`src/design/b64le_pkg.sv`:
```
// ----------------------------------------------------------------------------
// b64le_pkg
// shared types, constants and the alphabet lookup for the base64 line encoder
// ----------------------------------------------------------------------------
package b64le_pkg;

  localparam int unsigned LineChars  = 76;
  localparam int unsigned ColW       = 7;
  localparam int unsigned QueueDepth = 2;
  localparam int unsigned QPtrW      = $clog2(QueueDepth);
  localparam int unsigned QCntW      = $clog2(QueueDepth + 1);

  localparam logic [ColW-1:0] LINE_CHARS = ColW'(LineChars);
  localparam logic [ColW-1:0] GROUP_CHARS = ColW'(4);

  localparam logic [7:0] CHAR_PAD = 8'h3d;  // '='
  localparam logic [7:0] CHAR_CR  = 8'h0d;
  localparam logic [7:0] CHAR_LF  = 8'h0a;

  localparam logic [2:0] POS_LAST_SYM = 3'd3;
  localparam logic [2:0] POS_CR       = 3'd4;
  localparam logic [2:0] POS_LF       = 3'd5;

  // one command per group: four ready-made characters plus line-break and end flags
  typedef struct packed {
    logic [3:0][7:0] chars;
    logic            crlf;
    logic            fin;
  } cmd_t;

  function automatic logic [7:0] b64_sym(input logic [5:0] v);
    logic [7:0] r;
    if (v < 6'd26) begin
      r = 8'h41 + {2'b00, v};
    end else if (v < 6'd52) begin
      r = 8'h61 + {2'b00, v} - 8'd26;
    end else if (v < 6'd62) begin
      r = 8'h30 + {2'b00, v} - 8'd52;
    end else if (v == 6'd62) begin
      r = 8'h2b;
    end else begin
      r = 8'h2f;
    end
    return r;
  endfunction

endpackage

```
`src/design/b64le_front.sv`:
```
// ----------------------------------------------------------------------------
// b64le_front
// collects bytes into groups, tracks the column and builds output commands
// ----------------------------------------------------------------------------
module b64le_front (
  input  logic                 clk_i,
  input  logic                 rst_ni,
  input  logic                 in_valid_i,
  output logic                 in_ready_o,
  input  logic [7:0]           data_byte_i,
  input  logic                 final_byte_i,
  output logic                 push_o,
  output b64le_pkg::cmd_t      cmd_o,
  input  logic                 full_i
);
  import b64le_pkg::*;

  logic [7:0]      held0_q, held0_d, held1_q, held1_d;
  logic [1:0]      cnt_q, cnt_d;
  logic [ColW-1:0] col_q, col_d;
  logic [ColW-1:0] col_add;
  logic            accept;
  logic            full_grp;
  logic [7:0]      a, c;

  assign in_ready_o = !full_i;
  assign accept     = in_valid_i && in_ready_o;
  assign full_grp   = (cnt_q == 2'd2);
  assign col_add    = col_q + GROUP_CHARS;

  // bytes of the padded group once this byte is held
  assign a = (cnt_q == 2'd0) ? data_byte_i : held0_q;
  assign c = (cnt_q == 2'd1) ? data_byte_i : held1_q;

  always_comb begin
    held0_d  = held0_q;
    held1_d  = held1_q;
    cnt_d    = cnt_q;
    col_d    = col_q;
    push_o   = 1'b0;
    cmd_o    = '0;
    cmd_o.fin = final_byte_i;
    if (full_grp) begin
      cmd_o.chars[0] = b64_sym(held0_q[7:2]);
      cmd_o.chars[1] = b64_sym({held0_q[1:0], held1_q[7:4]});
      cmd_o.chars[2] = b64_sym({held1_q[3:0], data_byte_i[7:6]});
      cmd_o.chars[3] = b64_sym(data_byte_i[5:0]);
      // a group ending a line takes its break; a final group mid-line closes it
      cmd_o.crlf     = (col_add >= LINE_CHARS) || final_byte_i;
    end else begin
      cmd_o.chars[0] = b64_sym(a[7:2]);
      if (cnt_q == 2'd0) begin
        cmd_o.chars[1] = b64_sym({a[1:0], 4'd0});
        cmd_o.chars[2] = CHAR_PAD;
      end else begin
        cmd_o.chars[1] = b64_sym({a[1:0], c[7:4]});
        cmd_o.chars[2] = b64_sym({c[3:0], 2'b00});
      end
      cmd_o.chars[3] = CHAR_PAD;
      cmd_o.crlf     = 1'b1;
    end
    if (accept) begin
      push_o = full_grp || final_byte_i;
      if (final_byte_i) begin
        held0_d = '0;
        held1_d = '0;
        cnt_d   = 2'd0;
        col_d   = '0;
      end else if (full_grp) begin
        cnt_d = 2'd0;
        col_d = (col_add >= LINE_CHARS) ? '0 : col_add;
      end else begin
        if (cnt_q == 2'd0) begin
          held0_d = data_byte_i;
        end else begin
          held1_d = data_byte_i;
        end
        cnt_d = cnt_q + 2'd1;
      end
    end
  end

  always_ff @(posedge clk_i or negedge rst_ni) begin
    if (!rst_ni) begin
      held0_q <= '0;
      held1_q <= '0;
      cnt_q   <= '0;
      col_q   <= '0;
    end else begin
      held0_q <= held0_d;
      held1_q <= held1_d;
      cnt_q   <= cnt_d;
      col_q   <= col_d;
    end
  end

endmodule

```
`src/design/b64le_fifo.sv`:
```
// ----------------------------------------------------------------------------
// b64le_fifo
// short command queue between the group builder and the character sender
// ----------------------------------------------------------------------------
module b64le_fifo (
  input  logic            clk_i,
  input  logic            rst_ni,
  input  logic            push_i,
  input  b64le_pkg::cmd_t cmd_i,
  output logic            full_o,
  input  logic            pop_i,
  output logic            empty_o,
  output b64le_pkg::cmd_t cmd_o
);
  import b64le_pkg::*;

  cmd_t             mem_q [QueueDepth];
  logic [QPtrW-1:0] wr_q, wr_d, rd_q, rd_d;
  logic [QCntW-1:0] cnt_q, cnt_d;
  logic             do_push, do_pop;

  assign full_o  = (cnt_q == QCntW'(QueueDepth));
  assign empty_o = (cnt_q == '0);
  assign do_push = push_i && !full_o;
  assign do_pop  = pop_i && !empty_o;
  assign cmd_o   = mem_q[rd_q];

  always_comb begin
    wr_d  = wr_q;
    rd_d  = rd_q;
    cnt_d = cnt_q;
    if (do_push) begin
      wr_d = (wr_q == QPtrW'(QueueDepth - 1)) ? '0 : wr_q + QPtrW'(1);
    end
    if (do_pop) begin
      rd_d = (rd_q == QPtrW'(QueueDepth - 1)) ? '0 : rd_q + QPtrW'(1);
    end
    if (do_push && !do_pop) begin
      cnt_d = cnt_q + QCntW'(1);
    end else if (do_pop && !do_push) begin
      cnt_d = cnt_q - QCntW'(1);
    end
  end

  always_ff @(posedge clk_i) begin
    if (do_push) begin
      mem_q[wr_q] <= cmd_i;
    end
  end

  always_ff @(posedge clk_i or negedge rst_ni) begin
    if (!rst_ni) begin
      wr_q  <= '0;
      rd_q  <= '0;
      cnt_q <= '0;
    end else begin
      wr_q  <= wr_d;
      rd_q  <= rd_d;
      cnt_q <= cnt_d;
    end
  end

endmodule

```
`src/design/b64le_back.sv`:
```
// ----------------------------------------------------------------------------
// b64le_back
// walks each queued command, sending one character per cycle while not stalled
// ----------------------------------------------------------------------------
module b64le_back (
  input  logic            clk_i,
  input  logic            rst_ni,
  input  logic            empty_i,
  input  b64le_pkg::cmd_t cmd_i,
  output logic            pop_o,
  output logic            out_valid_o,
  input  logic            out_ready_i,
  output logic [7:0]      text_char_o,
  output logic            run_last_o,
  output logic            stream_end_o
);
  import b64le_pkg::*;

  logic [2:0] pos_q, pos_d;
  logic       vld_q, vld_d;
  logic [7:0] char_q, char_d;
  logic       last_q, last_d, end_q, end_d;
  logic       load, is_last;

  assign load    = !vld_q || out_ready_i;
  assign is_last = cmd_i.crlf ? (pos_q == POS_LF) : (pos_q == POS_LAST_SYM);

  always_comb begin
    pos_d  = pos_q;
    vld_d  = vld_q;
    char_d = char_q;
    last_d = last_q;
    end_d  = end_q;
    pop_o  = 1'b0;
    case (pos_q)
      POS_CR:  char_d = CHAR_CR;
      POS_LF:  char_d = CHAR_LF;
      default: char_d = cmd_i.chars[pos_q[1:0]];
    endcase
    if (load) begin
      vld_d  = !empty_i;
      last_d = is_last;
      end_d  = is_last && cmd_i.fin;
      if (!empty_i) begin
        if (is_last) begin
          pop_o = 1'b1;
          pos_d = '0;
        end else begin
          pos_d = pos_q + 3'd1;
        end
      end
    end else begin
      char_d = char_q;
    end
  end

  always_ff @(posedge clk_i or negedge rst_ni) begin
    if (!rst_ni) begin
      pos_q <= '0;
      vld_q <= 1'b0;
    end else begin
      pos_q <= pos_d;
      vld_q <= vld_d;
    end
  end

  always_ff @(posedge clk_i) begin
    char_q <= char_d;
    last_q <= last_d;
    end_q  <= end_d;
  end

  assign out_valid_o  = vld_q;
  assign text_char_o  = char_q;
  assign run_last_o   = last_q;
  assign stream_end_o = end_q;

endmodule

```
`src/design/base64_line_wrapped_encoder.sv`:
```
// ----------------------------------------------------------------------------
// base64_line_wrapped_encoder
// MIME base64 encoder with CR LF line breaks every 76 characters
// ----------------------------------------------------------------------------
// Input stream: one body byte per word on s_axis_tdata, tlast on the final
// byte of a body. Output stream: one ASCII character per word on m_axis_tdata,
// tlast on the last character caused by an input byte, tuser on the very last
// character of the encoded body.
// A byte that only completes part of a group produces nothing; a byte that
// completes a group produces four characters, or six with a line break. The
// final byte flushes its group, padded if short, and a closing CR LF.
// The first character of a group passes the command queue and then the output
// register after the byte that completes it is accepted. Throughput is set by
// the character sender, which emits one character per cycle while the receiver
// is ready and a command is queued.
// A two-entry command queue separates the byte side from the character side,
// so input keeps flowing while the receiver stalls until the queue is full;
// a stalled output word holds its value.
// Reset clears held bytes, column count, queue and output valid flag.
// ----------------------------------------------------------------------------
module base64_line_wrapped_encoder (
  input  logic       clk_i,
  input  logic       rst_ni,
  input  logic       s_axis_tvalid,
  output logic       s_axis_tready,
  input  logic [7:0] s_axis_tdata,   // [7:0] data_byte
  input  logic       s_axis_tlast,   // final_byte
  output logic       m_axis_tvalid,
  input  logic       m_axis_tready,
  output logic [7:0] m_axis_tdata,   // [7:0] text_char
  output logic       m_axis_tlast,   // run_last
  output logic       m_axis_tuser    // [0] stream_end
);
  import b64le_pkg::*;

  cmd_t front_cmd, queue_cmd;
  logic push, full, pop, empty;

  b64le_front u_front (
    .clk_i        (clk_i),
    .rst_ni       (rst_ni),
    .in_valid_i   (s_axis_tvalid),
    .in_ready_o   (s_axis_tready),
    .data_byte_i  (s_axis_tdata),
    .final_byte_i (s_axis_tlast),
    .push_o       (push),
    .cmd_o        (front_cmd),
    .full_i       (full)
  );

  b64le_fifo u_fifo (
    .clk_i   (clk_i),
    .rst_ni  (rst_ni),
    .push_i  (push),
    .cmd_i   (front_cmd),
    .full_o  (full),
    .pop_i   (pop),
    .empty_o (empty),
    .cmd_o   (queue_cmd)
  );

  b64le_back u_back (
    .clk_i        (clk_i),
    .rst_ni       (rst_ni),
    .empty_i      (empty),
    .cmd_i        (queue_cmd),
    .pop_o        (pop),
    .out_valid_o  (m_axis_tvalid),
    .out_ready_i  (m_axis_tready),
    .text_char_o  (m_axis_tdata),
    .run_last_o   (m_axis_tlast),
    .stream_end_o (m_axis_tuser)
  );

endmodule
```
`config.mk`:
```
export PLATFORM = sky130hd
export DESIGN_NAME = base64_line_wrapped_encoder
export DESIGN_NICKNAME = d
export VERILOG_FILES = /design/src/design/b64le_pkg.sv /design/src/design/b64le_front.sv /design/src/design/b64le_fifo.sv /design/src/design/b64le_back.sv /design/src/design/base64_line_wrapped_encoder.sv
export SDC_FILE = /design/constraint.sdc
export NUM_CORES = 1
export LEC_CHECK = 0
export ABC_CLOCK_PERIOD_IN_PS = 4200
export BUFFER_PORTS_ARGS = -buffer_cell sky130_fd_sc_hd__buf_4
export CORE_ASPECT_RATIO = 0.7
export CORE_MARGIN = 5
export CORE_UTILIZATION = 60
export CTS_CLUSTER_SIZE = 16
export DETAILED_ROUTE_END_ITERATION = 10
export PLACE_DENSITY = 0.77
export RECOVER_POWER = 100
export SLEW_MARGIN = 20
export SYNTH_ARGS = -nofsm -noshare
export SYNTH_HDL_FRONTEND = slang
export SYNTH_SLANG_ARGS = --single-unit
```
`constraint.sdc`:
```
create_clock -name clk_i -period 4.2 [get_ports clk_i]
set_input_delay 0 -clock clk_i [delete_from_list [all_inputs] [get_ports clk_i]]
set_output_delay 0 -clock clk_i [all_outputs]
set_load 0.005 [all_outputs]
```
==> results.yml <==
global_route:
  gr-usage-all-layers: 0.286
  grt_max_degree: 35
  overflow: 0
  grt_pass1_wl_um: 35100
  antenna_found_initial: 0
  first_global_vias: 6369
clock_network:
  ctsResizeCount: 0
  cts_tree: "built"
  root_buffer: "clkbuf_16"
  htree_levels: 3
  cts_buffer_depth: 2
  insertion_delay_ns: 0.35
  cts_buffers: 9
  cts_num_sinks: 109
  clk_pin_slew_worst_paths_ns: 0.09
synth:
  synth-edff-count: 78
  synth_top_family_by_area: "compound AO/OA/AOI/OAI gates"
  synthAdderAreaFrac: 0.101
  async_flop_share: 0.284
  ys_warn_count: 0
  ys_seq_elements: 109
  synthTopCellsByArea: "edfxtp_1 (29%), ha_1 (10%), dfrtp_1 (9.7%)"
  ys_types: 77
  synthMuxAreaShare: 0.0775
  syn_area_per_cell_sq_um: 9.70
  synthTopCellsByCount: "edfxtp_1 (78), nand2_1 (75), ha_1 (64), a21oi_1 (55), nor2_1 (49)"
  synth-compound-area-share: 0.195
  synth.most_common_cell: "edfxtp_1"
  synth_xor_area_frac: 0.0451
  synth_ff_type: "edfxtp_1"
  synthSimpleGateAreaFrac: 0.139
  yosysTopAreaCell: "edfxtp_1"
  synth_fp_nets: 897
  yosys.area.top_type_share: 0.294
  synth-seq-area-share: 0.392
  syn_inst: 820
  syn-cell-area_sq_um: 7960
sta:
  fin_crit_sh: 0.863
  clock_skew_ns: 0.0123
  relSlewSlack: -0.379
  rsz0062_at_grt: "false"
  hold_viol_final: 0
  fmax_ghz: 0.276
  fin_ws_ns: 0.575
  tightest_slew_ns: 2.07
  tns_ns: 0
  setup_viol: 0
  fin_crit_ns: 3.63
  final-max-slew-violation-count: 60
worst_setup_path:
  path_class: "reg2reg"
  cp.arrival_ns: 3.69
  cp_data_required_time_ns: 4.27
  cp-start-kind: "register"
  endpoint_kind: "register"
  path_max_fanout: 24
detailed_routing:
  drc: 0
  vias: 6565
  first_iter_violations: 670
  routed_via_density: 6.62
  wl_um: 21900
  ant_nets: 0
  firstDrtPassIters: 5
  wl_per_cell_um: 22.1
layout:
  antenna_cells: 0
  final_layout_size_suffix_gt1_frac: 0.0884
  syn_to_final_growth_pct: 6.86
  num-nets-final: 898
placement:
  place_congestion: 0.991
  post-dp-hpwl_um: 15900
  portBuffers: 24
  pre_cts_ws_ns: 0.927
pwr:
  vdd_drop_max_v: 0.000427
  leakage_nw: 3.31
  power_density_nw_per_um2: 768
floorplanning:
  die_height_um: 106
  coreArea_sq_um: 13100
  rows: 35
  dieWidth_um: 148
  num_io_pins: 25
  die-area_sq_um: 15700
  start_util: 0.608
hold_path:
  hp-class: "in2reg"
outcome:
  status: "finished, violations left"
  failed_checks: "capacitance limit, slew limit"
run:
  cap_violations: 2
==> layer usage <==
layer | share of wire | up-vias | GRT usage | routed length (um)
met5 | 0 | - | 0 | 0
met3 | 0.096 | 31 | 0.0669 | 2090
met1 | 0.44 | 3150 | 0.414 | 9550
met4 | 0.020 | 0 | 0.0745 | 434
li1 | - | 3058 | - | -
met2 | 0.45 | 326 | 0.433 | 9800
==> cell type report <==
type | instances | area (sq um)
fillers | 1041 | 4590
multi-input cells | 611 | 4430
flip-flops and latches | 109 | 3120
repair buffers | 36 | 234
clock buffers | 9 | 225
well taps | 166 | 208
inverters | 54 | 203
clock inverters | 7 | 86.3
==> sequential cells by signal (all words and copies together) (netlist names) <==
signal and count:
u_fifo.mem_q 68, u_back.run_last_o 1, u_back.stream_end_o 1, u_front.held1_q 8, u_back.text_char_o 8, u_fifo.rd_q 1, u_front.held0_q 8, u_back.pos_q 3
u_fifo.cnt_q 2, u_front.cnt_q 2, u_fifo.wr_q 1, u_front.col_q 5, u_back.out_valid_o 1
==> per-stage QoR <==
stage               power, mW  utilization  instances  hold WS [ns]  instance area (sq um)
finish                   6.53        0.649        992        0.0753                   8500
global route             7.00        0.649        992        0.0971                   8500
CTS                      6.50        0.653        992        0.0382                   8550
detailed placement       5.60        0.629        975      -0.00364                   8230
floorplan                4.61            -        820        -0.296                   7960
global placement         5.54        0.629        975       -0.0170                   8230
==> timing repair <==
action                    CTS  global route
buffers inserted            0             0
hold endpoints to repair   31             0
hold buffers                1             0
==> cell families after synthesis <==
group | after synthesis
multiplexers | 39
flip-flops | 109
AND/OR/NAND/NOR | 231
XOR/XNOR | 41
adder cells (fa/ha/maj) | 64
buffers and inverters | 100
AO/OA/AOI/OAI | 236
==> critical path: stages (launching register included) <==
cell,delay [ns]
dfrtp_1,0.50
clkbuf_1,0.83
o21a_1,0.21
nor2_1,0.08
inv_1,0.17
ha_1,0.22
inv_1,0.05
a211oi_1,0.24
buf_4,0.23
nor2_1,0.05
a21oi_1,0.12
mux2i_1,0.10
o21ai_0,0.54
==> cells in the final DEF, fill, tap and decap left out, types with 9 or more instances in the layout <==
| master | synthesis | routed |
|---|---|---|
| nand3_1 | 22 | 22 |
| a21oi_1 | 55 | 55 |
| inv_1 | 46 | 46 |
| mux4_2 | 16 | 16 |
| nor2b_1 | 12 | 12 |
| clkbuf_16 | 0 | 9 |
| clkbuf_1 | 32 | 9 |
| xor2_1 | 12 | 12 |
| nor2_1 | 49 | 48 |
| o21ai_0 | 48 | 49 |
| a31oi_1 | 24 | 24 |
| nor3_1 | 30 | 30 |
| xnor2_1 | 29 | 29 |
| o211ai_1 | 9 | 9 |
| ha_1 | 64 | 64 |
| mux2i_1 | 20 | 20 |
| nand2_1 | 75 | 75 |
| clkbuf_4 | 0 | 10 |
| buf_4 | 1 | 14 |
| edfxtp_1 | 78 | 78 |
| a21o_1 | 9 | 9 |
| o22ai_1 | 18 | 18 |
| dfrtp_1 | 31 | 31 |
==> final timing paths <==
kind	slack, ns	cells after the start	start	to
setup reg to reg	0.57	12	u_front.cnt_q[0]	u_fifo.mem_q[1][11]
setup / recovery	0.57	12	u_front.cnt_q[0]	u_fifo.mem_q[1][11]
hold reg to reg	0.52	1	u_fifo.cnt_q[1]	u_fifo.cnt_q[1]
min in group asynchronous	0.78	2	rst_ni	u_back.pos_q[1]
max in group asynchronous	2.22	2	rst_ni	u_front.held0_q[2]
hold / removal	0.08	3	s_axis_tdata[3]	u_front.held1_q[3]
==> report_power, final <==
part | switching, mW | internal (mW)
Sequential | 0.401 | 1.60
Combinational | 2.22 | 1.44
Clock | 0.447 | 0.431
Power figures use the tool's default switching activity.
